==> config.mk <==
export PLATFORM = sky130hd
export DESIGN_NAME = sha_ctrl
export DESIGN_NICKNAME = d
export VERILOG_FILES = /design/src/rtl/sha_pkg.sv /design/src/rtl/sha_ctrl.sv
export SDC_FILE = /design/constraint.sdc
export NUM_CORES = 1
export LEC_CHECK = 0
export ABC_AREA = 1
export BUFFER_PORTS_ARGS = -buffer_cell sky130_fd_sc_hd__clkbuf_2
export CAP_MARGIN = 10
export CORE_UTILIZATION = 56
export DETAILED_ROUTE_END_ITERATION = 12
export PLACE_DENSITY = 0.87
export SYNTH_ARGS = -nofsm -noshare
export SYNTH_HDL_FRONTEND = slang
export SYNTH_SLANG_ARGS = --single-unit
==> constraint.sdc <==
create_clock -name aclk -period 3.35 [get_ports aclk]
set_input_delay 0 -clock aclk [delete_from_list [all_inputs] [get_ports aclk]]
set_output_delay 0 -clock aclk [all_outputs]
set_load 0.03 [all_outputs]
==> src/rtl/sha_pkg.sv <==
// sha-256 stream hasher package: round constants, initial hash, command/status types
// no dependencies
`timescale 1ns / 1ps
package sha_pkg;

    localparam int WordW = 32;

    // controller to datapath commands
    typedef struct packed {
        logic load_byte;   // write one byte into the block buffer
        logic pad_byte;    // write the 0x80 marker at the current position, zero the bytes above it
        logic clear_tail;  // zero the buffer from position+1 upward (write mask)
        logic clear_all;   // zero the whole buffer
        logic put_length;  // put bit count into words 14 and 15
        logic start_comp;  // load working vars, start 64 rounds
        logic reset_hash;  // back to initial values
        logic shift_out;   // rotate hash words for output
    } sha_cmd_t;

    typedef struct packed {
        logic       comp_busy;
        logic       block_full;  // byte position wrapped to zero after load
        logic [5:0] byte_pos;
    } sha_stat_t;

    function automatic logic [31:0] sha_k(input logic [5:0] i);
        logic [31:0] k [64];
        k = '{
            32'h428a2f98,32'h71374491,32'hb5c0fbcf,32'he9b5dba5,32'h3956c25b,32'h59f111f1,
            32'h923f82a4,32'hab1c5ed5,32'hd807aa98,32'h12835b01,32'h243185be,32'h550c7dc3,
            32'h72be5d74,32'h80deb1fe,32'h9bdc06a7,32'hc19bf174,32'he49b69c1,32'hefbe4786,
            32'h0fc19dc6,32'h240ca1cc,32'h2de92c6f,32'h4a7484aa,32'h5cb0a9dc,32'h76f988da,
            32'h983e5152,32'ha831c66d,32'hb00327c8,32'hbf597fc7,32'hc6e00bf3,32'hd5a79147,
            32'h06ca6351,32'h14292967,32'h27b70a85,32'h2e1b2138,32'h4d2c6dfc,32'h53380d13,
            32'h650a7354,32'h766a0abb,32'h81c2c92e,32'h92722c85,32'ha2bfe8a1,32'ha81a664b,
            32'hc24b8b70,32'hc76c51a3,32'hd192e819,32'hd6990624,32'hf40e3585,32'h106aa070,
            32'h19a4c116,32'h1e376c08,32'h2748774c,32'h34b0bcb5,32'h391c0cb3,32'h4ed8aa4a,
            32'h5b9cca4f,32'h682e6ff3,32'h748f82ee,32'h78a5636f,32'h84c87814,32'h8cc70208,
            32'h90befffa,32'ha4506ceb,32'hbef9a3f7,32'hc67178f2};
        return k[i];
    endfunction

    function automatic logic [255:0] sha_init();
        return {32'h6a09e667,32'hbb67ae85,32'h3c6ef372,32'ha54ff53a,
                32'h510e527f,32'h9b05688c,32'h1f83d9ab,32'h5be0cd19};
    endfunction

    localparam logic [7:0] PadByte = 8'h80;
    localparam logic [5:0] LenPos  = 6'd56;

endpackage

==> src/rtl/sha_ctrl.sv <==
// sha-256 controller: input acceptance, padding sequence, digest readout
// depends on sha_pkg
`timescale 1ns / 1ps
module sha_ctrl (
    input  logic               aclk,
    input  logic               aresetn,
    input  logic               in_valid,
    output logic               in_ready,
    input  logic               byte_valid,
    input  logic               end_msg,
    input  sha_pkg::sha_stat_t stat,
    output sha_pkg::sha_cmd_t  cmd,
    output logic               out_valid,
    input  logic               out_ready,
    output logic [2:0]         out_index
);
    import sha_pkg::*;

    typedef enum logic [7:0] {
        S_IDLE  = 8'b0000_0001,
        S_CHK   = 8'b0000_0010,
        S_WAITB = 8'b0000_0100,
        S_PAD   = 8'b0000_1000,
        S_COMP1 = 8'b0001_0000,
        S_LEN   = 8'b0010_0000,
        S_COMP2 = 8'b0100_0000,
        S_OUT   = 8'b1000_0000
    } state_t;

    state_t state_reg, state_next;
    logic   fin_reg, fin_next;
    logic   two_reg, two_next;
    logic [2:0] idx_reg, idx_next;
    logic   acc;

    assign in_ready  = (state_reg == S_IDLE);
    assign acc       = in_valid && in_ready;
    assign out_valid = (state_reg == S_OUT);
    assign out_index = idx_reg;

    // next state and commands
    always_comb begin
        state_next = state_reg;
        fin_next   = fin_reg;
        two_next   = two_reg;
        idx_next   = idx_reg;
        cmd        = '0;
        case (state_reg)
            S_IDLE: begin
                if (acc) begin
                    cmd.load_byte = byte_valid;
                    fin_next      = end_msg;
                    if (byte_valid || end_msg) state_next = S_CHK;
                end
            end
            S_CHK: begin
                if (stat.block_full) begin
                    cmd.start_comp = 1'b1;
                    state_next     = S_WAITB;
                end else if (fin_reg) begin
                    state_next = S_PAD;
                end else begin
                    state_next = S_IDLE;
                end
            end
            S_WAITB: begin
                if (!stat.comp_busy)
                    state_next = fin_reg ? S_PAD : S_IDLE;
            end
            S_PAD: begin
                cmd.pad_byte = 1'b1;
                two_next     = (stat.byte_pos >= LenPos);
                state_next   = S_COMP1;
            end
            S_COMP1: begin
                if (two_reg) begin
                    cmd.start_comp = 1'b1;
                    two_next       = 1'b0;
                end else if (!stat.comp_busy) begin
                    state_next = S_LEN;
                end
            end
            S_LEN: begin
                if (stat.byte_pos >= LenPos && !two_reg && fin_reg) begin
                    cmd.clear_all = 1'b1;
                end
                cmd.put_length = 1'b1;
                state_next     = S_COMP2;
                fin_next       = 1'b0;
            end
            S_COMP2: begin
                if (!fin_reg) begin
                    cmd.start_comp = 1'b1;
                    fin_next       = 1'b1;
                end else if (!stat.comp_busy) begin
                    idx_next   = '0;
                    state_next = S_OUT;
                end
            end
            S_OUT: begin
                if (out_ready) begin
                    cmd.shift_out = 1'b1;
                    idx_next      = idx_reg + 3'd1;
                    if (idx_reg == 3'd7) begin
                        cmd.reset_hash = 1'b1;
                        fin_next       = 1'b0;
                        state_next     = S_IDLE;
                    end
                end
            end
            default: state_next = S_IDLE;
        endcase
    end

    always_ff @(posedge aclk) begin
        if (!aresetn) begin
            state_reg <= S_IDLE;
            fin_reg   <= 1'b0;
            two_reg   <= 1'b0;
            idx_reg   <= '0;
        end else begin
            state_reg <= state_next;
            fin_reg   <= fin_next;
            two_reg   <= two_next;
            idx_reg   <= idx_next;
        end
    end

    // input is only taken when no digest is pending
    assert property (@(posedge aclk) disable iff (!aresetn)
        out_valid |-> !in_ready)
        else $error("input open during readout");
    // last word returns to idle
    assert property (@(posedge aclk) disable iff (!aresetn)
        out_valid && out_ready && idx_reg == 3'd7 |=> state_reg == S_IDLE)
        else $error("readout did not finish");
    // compression never restarted while running
    assert property (@(posedge aclk) disable iff (!aresetn)
        stat.comp_busy |-> !cmd.start_comp)
        else $error("compression restarted");
endmodule
==> flow_summary.yaml <==
synth:
  ys_top_cells_by_area: "dfxtp_1 25%, nand2_1 17%, inv_1 8.7%"
  yosysTopAreaCell: "dfxtp_1"
  postSynthCellCount: 166
  synth_area_per_cell_um2: 6.27
  syn-num-nets: 182
  ys_seq_area_share_pct: 25.0
  yosys_warnings: 0
  netlist_area_mm2: 0.00104
  ys_ff_latch: 13
  synth_top_area_share_pct: 25.0
  yosysUniqueCellTypes: 26
clocking:
  clkSinkCount: 13
  cts_tree: "done"
  cts-resized-gates: 0
  postCtsHoldBufs: 2
  insertion_delay_ps: 280
  cts_root_buf: "clkbuf_4"
  ctsHtreeMaxLevel: 1
  numCtsBuffers: 3
  clk_pin_slew_ps: 80
  cts_buffer_depth: 2
  cts_setup_buffers: 0
finish:
  diodes: 0
  seq_area_um2: 260
  fillers: 158
  areaGrowthSynthToFinish_pct: 16.6
  largest_reg_flops: 8
  nets: 209
  fin_util_pct: 70.3
  drive_gt1_share_pct: 29.2
  multi_input_area_um2: 642
detailed_routing:
  ant_nets: 0
  dr.pass1.iters: 4
  drt_wl_total_um: 2250
  wl_per_cell_um: 10.4
  dr.first_iter.drc_count: 31
  routed-via-count: 1046
  drc: 0
  vias_per_cell: 4.82
pwr:
  comb_power_share_pct: 63.3
  switching_share_pct: 53.1
  clkPwrFrac_pct: 11.2
  p_leak_nw: 0.681
  finalPower_mw: 0.875
  internal-power_mw: 0.411
  peakVddDrop_uv: 345
  power.net_switching_mw: 0.464
  seqPwrFrac_pct: 25.5
  powerDensity_mw_per_mm2: 721
placed_design:
  post-dp-hpwl_um: 1790
  finalWeightedCongestion: 0.866
  dp_slack_ps: 1930
  io_buffers: 22
worst_setup_path:
  cp_data_arrival_time_ps: 1990
  crit_path_end_kind: "register"
  critical-path-max-stage-delay_ps: 590
  cp_slowest_cell: "dlygate4sd3_1"
  crit_required_ps: 3570
  crit_path_cell_trace: "nor2_2 -> nand2_2 -> nor2_1 -> nand4_1 -> dlygate4sd3_1 -> a21oi_1"
  crit_path_start_kind: "register"
  cp_max_fo: 4
  critPathKind: "reg -> reg"
flow_run:
  drv_cap: 0
timing:
  finalCritPeriodShare_pct: 52.9
  rsz0062_at_grt: "no"
  finClkSkew_ps: 0.542
  setup_tns_ps: 0
  max_freq_mhz: 564
  finalMaxSlewViolations: 0
  period_minus_slack_ps: 1770
  hold_viol: 0
  setup_viol: 0
  post-route-worst-setup-slack_ps: 1580
global_routing:
  grt_pass1_wl_um: 3760
  antenna_found_initial: 0
  grt_pass1_vias: 939
  grt_overflow_total: 0
  grt_max_degree: 13
  grt_usage_pct: 25.7
floorplan:
  fp-row-count: 15
  initial_core_util_pct: 60.3
  die_h_um: 45.1
  die_x_um: 45.1
  coreArea_mm2: 0.00173
  dieArea_mm2: 0.00204
  io-pin-count: 27
run_status:
  status: "finished clean"
hold_path:
  hp-class: "in -> reg"
-- layer usage --
layer  vias to the layer above  global-route usage (%)  wire [um]
li1                        561                       -          -
met1                       453                    32.8       1040
met2                        27                    42.3       1060
met3                         5                    4.80        105
met4                         0                    10.9         41
met5                         -                       0          0
-- power groups by stage --
stage / Clock [mW] / Sequential [mW] / Combinational (mW)
2_1_floorplan: 0 / 0.227 / 0.450
3_3_place_gp: 0 / 0.225 / 0.540
3_5_place_dp: 0 / 0.226 / 0.551
4_1_cts: 0.103 / 0.223 / 0.554
5_1_grt: 0.110 / 0.227 / 0.620
6_report: 0.0979 / 0.223 / 0.554
-- placed cells by master, fill, tap and decap left out, types with 2 or more instances in the layout --
master,count
a21oi_1,5
clkbuf_2,22
clkbuf_4,3
dfxtp_1,13
dlygate4sd3_1,2
ha_1,2
inv_1,24
inv_2,3
inv_6,2
nand2_1,46
nand2_2,4
nand2_4,5
nand3_1,13
nand4_1,4
nor2_1,20
nor2_2,8
nor2_4,4
o21ai_0,2
-- per-stage QoR --
stage | hold WS, ps | instance area, um2 | std cells
after global routing | 64.5 | 1210 | 217
final | 44.9 | 1210 | 217
after global placement | 282 | 1170 | 211
after CTS | 32.6 | 1210 | 217
after detailed placement | 286 | 1170 | 211
after floorplan | 126 | 1040 | 166
-- cell type report --
class                           instances  area share [%]
Clock buffer                            4            2.16
Multi-Input combinational cell        121            52.9
Inverter                               30            10.2
Sequential cell                        13            21.4
Tap cell                               25            2.58
Timing Repair Buffer                   24            10.7
-- Yosys cell counts, drive strengths merged --
cell type and number:
clkbuf 1, a21oi 5, o21ai 4, nand2 55
clkinv 1, nor4 1, nand3 14, nor2 32
a31o 1, ha 2, o22ai 1, conb 1
nand4 4, inv 29, dfxtp 13, buf 1
nand3b 1
-- cell families (layout without fill, tap and decap cells) --
kind of cell	Yosys count	in the layout	synth area share, %
buffers and inverters	32	58	13.3
adder cells (fa/ha/maj)	2	2	2.40
AND/OR/NAND/NOR	107	107	51.7
other	1	1	0.360
flip-flops	13	13	25.0
AO/OA/AOI/OAI	11	11	7.21
-- worst max-delay path: cells and delay by family (launching register included) --
kind | cells | cell delay (ps)
buffers and inverters | 1 | 590
DFF | 1 | 350
and+or+nand+nor | 4 | 630
AOI/OAI and AO/OA | 1 | 140
-- worst paths after layout --
path                     start      endpoint  slack (ps)  depth (start not counted)
setup reg to reg  state_reg[4]       two_reg        1580                          6
setup / recovery  state_reg[4]       two_reg        1580                          6
hold reg to reg        two_reg       two_reg         530                          2
hold / removal         stat[6]  state_reg[2]          40                          3
(Power assumes the default switching activity.)
