===== config.mk =====
export PLATFORM = sky130hd
export DESIGN_NAME = sha_datapath
export DESIGN_NICKNAME = d
export VERILOG_FILES = /design/src/rtl/sha_pkg.sv /design/src/rtl/sha_datapath.sv
export SDC_FILE = /design/constraint.sdc
export NUM_CORES = 2
export LEC_CHECK = 0
export ABC_AREA = 1
export ABC_CLOCK_PERIOD_IN_PS = 30200
export BUFFER_PORTS_ARGS = -buffer_cell sky130_fd_sc_hd__buf_2
export CORE_UTILIZATION = 30
export CTS_BUF_LIST = sky130_fd_sc_hd__clkbuf_8
export DETAILED_ROUTE_END_ITERATION = 8
export HOLD_SLACK_MARGIN = 0.15
export PLACE_DENSITY = 0.42
export SLEW_MARGIN = 20
export SYNTH_ARGS = -nofsm -noshare
export SYNTH_HDL_FRONTEND = slang
export SYNTH_SLANG_ARGS = --single-unit
export TNS_END_PERCENT = 10

===== constraint.sdc =====
create_clock -name aclk -period 30.2 [get_ports aclk]
set_clock_uncertainty 0.1 [all_clocks]
set_input_delay 4.53 -clock aclk [delete_from_list [all_inputs] [get_ports aclk]]
set_output_delay 4.53 -clock aclk [all_outputs]
set_load 0.1 [all_outputs]

===== src/rtl/sha_pkg.sv =====
// sha-256 stream hasher package: round constants, initial hash, command/status types
// no dependencies
`timescale 1ns / 1ps
package sha_pkg;

    localparam int WordW = 32;

    // controller to datapath commands
    typedef struct packed {
        logic load_byte;   // write one byte into the block buffer
        logic pad_byte;    // write the 0x80 marker at the current position, zero the bytes above it
        logic clear_tail;  // zero the buffer from position+1 upward (write mask)
        logic clear_all;   // zero the whole buffer
        logic put_length;  // put bit count into words 14 and 15
        logic start_comp;  // load working vars, start 64 rounds
        logic reset_hash;  // back to initial values
        logic shift_out;   // rotate hash words for output
    } sha_cmd_t;

    typedef struct packed {
        logic       comp_busy;
        logic       block_full;  // byte position wrapped to zero after load
        logic [5:0] byte_pos;
    } sha_stat_t;

    function automatic logic [31:0] sha_k(input logic [5:0] i);
        logic [31:0] k [64];
        k = '{
            32'h428a2f98,32'h71374491,32'hb5c0fbcf,32'he9b5dba5,32'h3956c25b,32'h59f111f1,
            32'h923f82a4,32'hab1c5ed5,32'hd807aa98,32'h12835b01,32'h243185be,32'h550c7dc3,
            32'h72be5d74,32'h80deb1fe,32'h9bdc06a7,32'hc19bf174,32'he49b69c1,32'hefbe4786,
            32'h0fc19dc6,32'h240ca1cc,32'h2de92c6f,32'h4a7484aa,32'h5cb0a9dc,32'h76f988da,
            32'h983e5152,32'ha831c66d,32'hb00327c8,32'hbf597fc7,32'hc6e00bf3,32'hd5a79147,
            32'h06ca6351,32'h14292967,32'h27b70a85,32'h2e1b2138,32'h4d2c6dfc,32'h53380d13,
            32'h650a7354,32'h766a0abb,32'h81c2c92e,32'h92722c85,32'ha2bfe8a1,32'ha81a664b,
            32'hc24b8b70,32'hc76c51a3,32'hd192e819,32'hd6990624,32'hf40e3585,32'h106aa070,
            32'h19a4c116,32'h1e376c08,32'h2748774c,32'h34b0bcb5,32'h391c0cb3,32'h4ed8aa4a,
            32'h5b9cca4f,32'h682e6ff3,32'h748f82ee,32'h78a5636f,32'h84c87814,32'h8cc70208,
            32'h90befffa,32'ha4506ceb,32'hbef9a3f7,32'hc67178f2};
        return k[i];
    endfunction

    function automatic logic [255:0] sha_init();
        return {32'h6a09e667,32'hbb67ae85,32'h3c6ef372,32'ha54ff53a,
                32'h510e527f,32'h9b05688c,32'h1f83d9ab,32'h5be0cd19};
    endfunction

    localparam logic [7:0] PadByte = 8'h80;
    localparam logic [5:0] LenPos  = 6'd56;

endpackage


===== src/rtl/sha_datapath.sv =====
// sha-256 datapath: block buffer, bit count, message schedule, round unit, hash words
// depends on sha_pkg
`timescale 1ns / 1ps
module sha_datapath (
    input  logic             aclk,
    input  logic             aresetn,
    input  sha_pkg::sha_cmd_t cmd,
    input  logic [7:0]       byte_in,
    output sha_pkg::sha_stat_t stat,
    output logic [31:0]      out_word
);
    import sha_pkg::*;

    logic [31:0] buf_reg [16];
    logic [31:0] buf_next [16];
    logic [31:0] w_reg [16];
    logic [31:0] w_next [16];
    logic [31:0] h_reg [8];
    logic [31:0] h_next [8];
    logic [31:0] v_reg [8];
    logic [31:0] v_next [8];
    logic [63:0] cnt_reg, cnt_next;
    logic [5:0]  pos_reg, pos_next;
    logic [5:0]  rnd_reg, rnd_next;
    logic        busy_reg, busy_next;
    logic        full_reg, full_next;

    logic [31:0] s0, s1, wnew, t1, t2, e, a, bs1, bs0, ch, maj;
    logic [255:0] iv;

    always_comb begin
        iv = sha_init();
        // schedule expansion from sliding window
        s0 = {w_reg[1][6:0], w_reg[1][31:7]} ^ {w_reg[1][17:0], w_reg[1][31:18]}
           ^ (w_reg[1] >> 3);
        s1 = {w_reg[14][16:0], w_reg[14][31:17]} ^ {w_reg[14][18:0], w_reg[14][31:19]}
           ^ (w_reg[14] >> 10);
        wnew = w_reg[0] + s0 + w_reg[9] + s1;
        // one compression round
        e   = v_reg[4];
        a   = v_reg[0];
        bs1 = {e[5:0], e[31:6]} ^ {e[10:0], e[31:11]} ^ {e[24:0], e[31:25]};
        ch  = (e & v_reg[5]) ^ (~e & v_reg[6]);
        t1  = v_reg[7] + bs1 + ch + sha_k(rnd_reg) + w_reg[0];
        bs0 = {a[1:0], a[31:2]} ^ {a[12:0], a[31:13]} ^ {a[21:0], a[31:22]};
        maj = (a & v_reg[1]) ^ (a & v_reg[2]) ^ (v_reg[1] & v_reg[2]);
        t2  = bs0 + maj;

        buf_next  = buf_reg;
        w_next    = w_reg;
        h_next    = h_reg;
        v_next    = v_reg;
        cnt_next  = cnt_reg;
        pos_next  = pos_reg;
        rnd_next  = rnd_reg;
        busy_next = busy_reg;
        full_next = 1'b0;

        // buffer writes
        if (cmd.load_byte) begin
            buf_next[pos_reg[5:2]][(5'd24 - {pos_reg[1:0], 3'b000}) +: 8] = byte_in;
            cnt_next = cnt_reg + 64'd8;
            pos_next = pos_reg + 6'd1;
            full_next = (pos_reg == 6'd63);
        end
        if (cmd.pad_byte) begin
            for (int p = 0; p < 64; p++) begin
                if (6'(p) == pos_reg)
                    buf_next[p/4][(24 - 8*(p%4)) +: 8] = PadByte;
                else if (6'(p) > pos_reg)
                    buf_next[p/4][(24 - 8*(p%4)) +: 8] = 8'h00;
            end
        end
        if (cmd.clear_tail) begin
            for (int p = 0; p < 64; p++)
                if (6'(p) > pos_reg)
                    buf_next[p/4][(24 - 8*(p%4)) +: 8] = 8'h00;
        end
        if (cmd.clear_all)
            for (int i = 0; i < 16; i++) buf_next[i] = '0;
        if (cmd.put_length) begin
            buf_next[14] = cnt_reg[63:32];
            buf_next[15] = cnt_reg[31:0];
        end

        // compression sequencing
        if (cmd.start_comp) begin
            w_next = buf_reg;
            v_next = h_reg;
            rnd_next = '0;
            busy_next = 1'b1;
        end else if (busy_reg) begin
            for (int i = 0; i < 15; i++) w_next[i] = w_reg[i+1];
            w_next[15] = wnew;
            v_next[7] = v_reg[6]; v_next[6] = v_reg[5]; v_next[5] = v_reg[4];
            v_next[4] = v_reg[3] + t1;
            v_next[3] = v_reg[2]; v_next[2] = v_reg[1]; v_next[1] = v_reg[0];
            v_next[0] = t1 + t2;
            rnd_next = rnd_reg + 6'd1;
            if (rnd_reg == 6'd63) begin
                busy_next = 1'b0;
                h_next[0] = h_reg[0] + t1 + t2;
                h_next[1] = h_reg[1] + v_reg[0];
                h_next[2] = h_reg[2] + v_reg[1];
                h_next[3] = h_reg[3] + v_reg[2];
                h_next[4] = h_reg[4] + v_reg[3] + t1;
                h_next[5] = h_reg[5] + v_reg[4];
                h_next[6] = h_reg[6] + v_reg[5];
                h_next[7] = h_reg[7] + v_reg[6];
            end
        end

        // digest readout rotates words toward index 0
        if (cmd.shift_out) begin
            for (int i = 0; i < 7; i++) h_next[i] = h_reg[i+1];
            h_next[7] = h_reg[0];
        end
        if (cmd.reset_hash) begin
            for (int i = 0; i < 8; i++) h_next[i] = iv[(7-i)*32 +: 32];
            cnt_next = '0;
            pos_next = '0;
        end
    end

    always_ff @(posedge aclk) begin
        buf_reg <= buf_next;
        w_reg   <= w_next;
        v_reg   <= v_next;
        if (!aresetn) begin
            for (int i = 0; i < 8; i++) h_reg[i] <= iv[(7-i)*32 +: 32];
            cnt_reg  <= '0;
            pos_reg  <= '0;
            rnd_reg  <= '0;
            busy_reg <= 1'b0;
            full_reg <= 1'b0;
        end else begin
            h_reg    <= h_next;
            cnt_reg  <= cnt_next;
            pos_reg  <= pos_next;
            rnd_reg  <= rnd_next;
            busy_reg <= busy_next;
            full_reg <= full_next;
        end
    end

    assign stat.comp_busy  = busy_reg;
    assign stat.block_full = full_reg;
    assign stat.byte_pos   = pos_reg;
    assign out_word        = h_reg[0];

    // rounds only run while busy
    assert property (@(posedge aclk) disable iff (!aresetn)
        !busy_reg |=> (rnd_reg == $past(rnd_reg)) || busy_reg)
        else $error("round counter moved while idle");
    // a byte is never loaded, and compression never restarted, during compression
    assert property (@(posedge aclk) disable iff (!aresetn)
        busy_reg |-> !cmd.load_byte && !cmd.start_comp)
        else $error("buffer touched during compression");
    // bit count moves by 8 on a byte
    assert property (@(posedge aclk) disable iff (!aresetn)
        cmd.load_byte && !cmd.reset_hash |=> cnt_reg == $past(cnt_reg) + 64'd8)
        else $error("bit count step wrong");
endmodule


==> results by group <==
Timing
  • Final period util: between 30% and 40%
  • Slew Viols, Final: 0
  • Setup repair after global routing missed its margin: no
  • Max-slew headroom: a little under a quarter
  • Final setup viols: 0
  • Slew @ Worst Pin: between 1 and 1.5 ns
  • Final Hold Vio Count: 0
  • Final setup margin: 20.81 ns
  • Final TNS setup: 0 ns
  • Final min period: roughly 9.4 ns
  • F_max: 107 MHz

Place
  • Area after DPL: 106000 um2
  • Placer Congestion: about 1.0
  • Hpwl dp: roughly 360 mm
  • Port buffer count: 57
  • Place WS: around 20 ns

Setup path
  • CP peak stage delay: roughly 0.75 ns
  • Slowest-stage cell, CP: xnor2_1
  • Crit path DAT: 10.07 ns
  • Most used cell along the critical path: nand2_1
  • CP max FO: 15
  • Startpoint Class: flip-flop
  • CP Buf/Inv Count: 6
  • CP Class: reg2reg
  • Required @ worst endpoint: ~30 ns
  • Critical Path End Type: flip-flop
  • Delay-heaviest family, CP: simple AND/OR/NAND/NOR gates
  • R2R Setup Slk: ~21 ns

Floorplanning
  • Chip Height: approximately 580 um
  • Core ar.: approximately 330000 um2
  • Die Span X: 582 um
  • Io pins: 58
  • FP Rows: around 210
  • Starting Density: a little under a third
  • Die footprint: ~340000 um2

Clocking
  • Root Buffer: clkbuf_8
  • Clock Path Buffers: 4
  • Post-CTS setup buffer count: 0
  • H-tree level count: 5
  • Total CTS buffers: ~320
  • Cts hold-fix bufs: 0
  • CTS clk-pin slew, worst paths: around 0.06 ns
  • # clock sinks: ~1600
  • Worst-Skew Late Latency: ~1.1 ns
  • CTS-repair resized insts: 0
  • Clock tree from TritonCTS: yes

Routing
  • Vias per cell: between 5 and 6
  • WL/cell: about 26 um
  • DRT Pass-1 Iters: 7
  • Final WL: ~470 mm
  • Drt first-iter violations: approximately 8600
  • Final antenna-violating net count: 0
  • Total number of vias: roughly 93000
  • DRC errors left: 0

Min path
  • Hold Crit Class: reg2reg

GRT
  • Initial antenna violation count: 16
  • First-pass GRT wire length: 664 mm
  • Grt total ovfl: 0
  • All-Layer GR Usage: a little over a quarter
  • Largest net degree at the start of global routing: ~130
  • Vias in the first global route: 89200

Logic synthesis
  • Synthesized area: roughly 100000 um2
  • Top FF cell, synth: dfxtp_1
  • Cell variety after synth: 73
  • Synth Instances: 13300
  • Sequential area share after synthesis: about 40%
  • Synth async-reset ratio: 0%
  • Avg Cell Area, Syn: roughly 7.6 um2
  • Flops & latches, synth: around 1600
  • Post-synth EDFFs: 768
  • Synth Net Count: around 14000
  • YS warnings: 0

Finish
  • Final Core Density: about a third
  • Sequential cell area: about 40000 um2
  • Finished Cell Area: approximately 110000 um2
  • Share of layout cells above drive strength 1: 6.38%
  • Multi-input gate area: 52300 um2
  • Nets: between 10000 and 15000
  • Fillers: around 36000
  • Layout area overhead: 11.1%

Job
  • Max-cap viol count: 0

Run status
  • Status: finished clean
metrics by stage:
| stage | hold WS (ns) | std cells |
|---|---|---|
| floorplan | 0.324 | 13300 |
| global placement | 0.341 | 17400 |
| detailed placement | 0.345 | 17400 |
| CTS | 0.356 | 18000 |
| global route | 0.370 | 18000 |
| finish | 0.353 | 18000 |
layer usage:
metal / vias up / wire, um / share of wire (%) / GRT usage [%]
met5: - / 178 / 0.038 / 0
met2: 3360 / 220000 / 46 / 45.0
li1: 44100 / - / - / -
met1: 45100 / 202000 / 43 / 34.8
met3: 787 / 28900 / 6.1 / 4.22
met4: 10 / 22500 / 4.7 / 11.6
Yosys cell counts (196+ instances only):
library cell / count / area, um2
nand2_1: 3507 / 13200
inv_1: 1688 / 6340
a21oi_1: 1088 / 5450
nor2_1: 1054 / 3960
o21ai_0: 940 / 4700
dfxtp_1: 843 / 16900
edfxtp_1: 768 / 23100
clkbuf_1: 444 / 1670
ha_1: 432 / 5410
nand3_1: 425 / 2130
fa_1: 223 / 4460
xor2_1: 216 / 1890
xnor2_1: 196 / 1720
area by class of cell:
type | count | share of cell area, %
clock buffers | 379 | 4.66
flip-flops and latches | 1611 | 35.6
inverters | 1714 | 5.77
multi-input cells | 9431 | 46.7
repair buffers | 227 | 1.42
well taps | 4387 | 4.90
diodes | 4 | 0.00893
clock inverters | 218 | 0.900
layout by cell type (no fill, tap or decap), types with 29 or more instances in the layout:
master,count
nand2_1,3505
inv_1,1828
a21oi_1,1088
nor2_1,1043
o21ai_0,939
dfxtp_1,843
edfxtp_1,768
ha_1,432
nand3_1,425
clkbuf_8,379
fa_1,223
xor2_1,216
xnor2_1,196
buf_4,169
a31oi_1,151
a211oi_1,140
nor3_1,137
o211ai_1,124
nand4_1,100
or2_2,98
o22ai_1,63
buf_2,55
o21ai_1,51
o221ai_1,49
nor4_1,49
clkinv_1,40
o21bai_1,39
nor2_2,29
worst paths after layout:
path,from,end,cells past startpoint
worst min-delay path,buf_reg[357]$_SDFF_PP0_,buf_reg[357]$_SDFF_PP0_,2
worst max register to register,rnd_reg[0]$_SDFFE_PP0P_,a[30]$_DFFE_PP_,36
worst min register to register,buf_reg[357]$_SDFF_PP0_,buf_reg[357]$_SDFF_PP0_,2
worst max-delay path,rnd_reg[0]$_SDFFE_PP0P_,a[30]$_DFFE_PP_,36
cells by family after synthesis:
| group | count (synthesis) | share of synthesized area, % |
|---|---|---|
| compound gates | 2869 | 16.2 |
| xor+xnor | 412 | 3.58 |
| fa+ha+maj | 656 | 9.80 |
| buf+inv | 2255 | 8.57 |
| flops | 1611 | 39.6 |
| mux | 19 | 0.190 |
| simple gates | 5475 | 22.1 |
worst min-delay path: stages, from the launching register on:
cell	delay (ns)
dfxtp_1	0.29
inv_1	0.05
a211oi_1	0.06
Power is left out: the tool's default activity adds up to more than one toggle a clock period on the data nets, which glitch-free logic cannot reach.
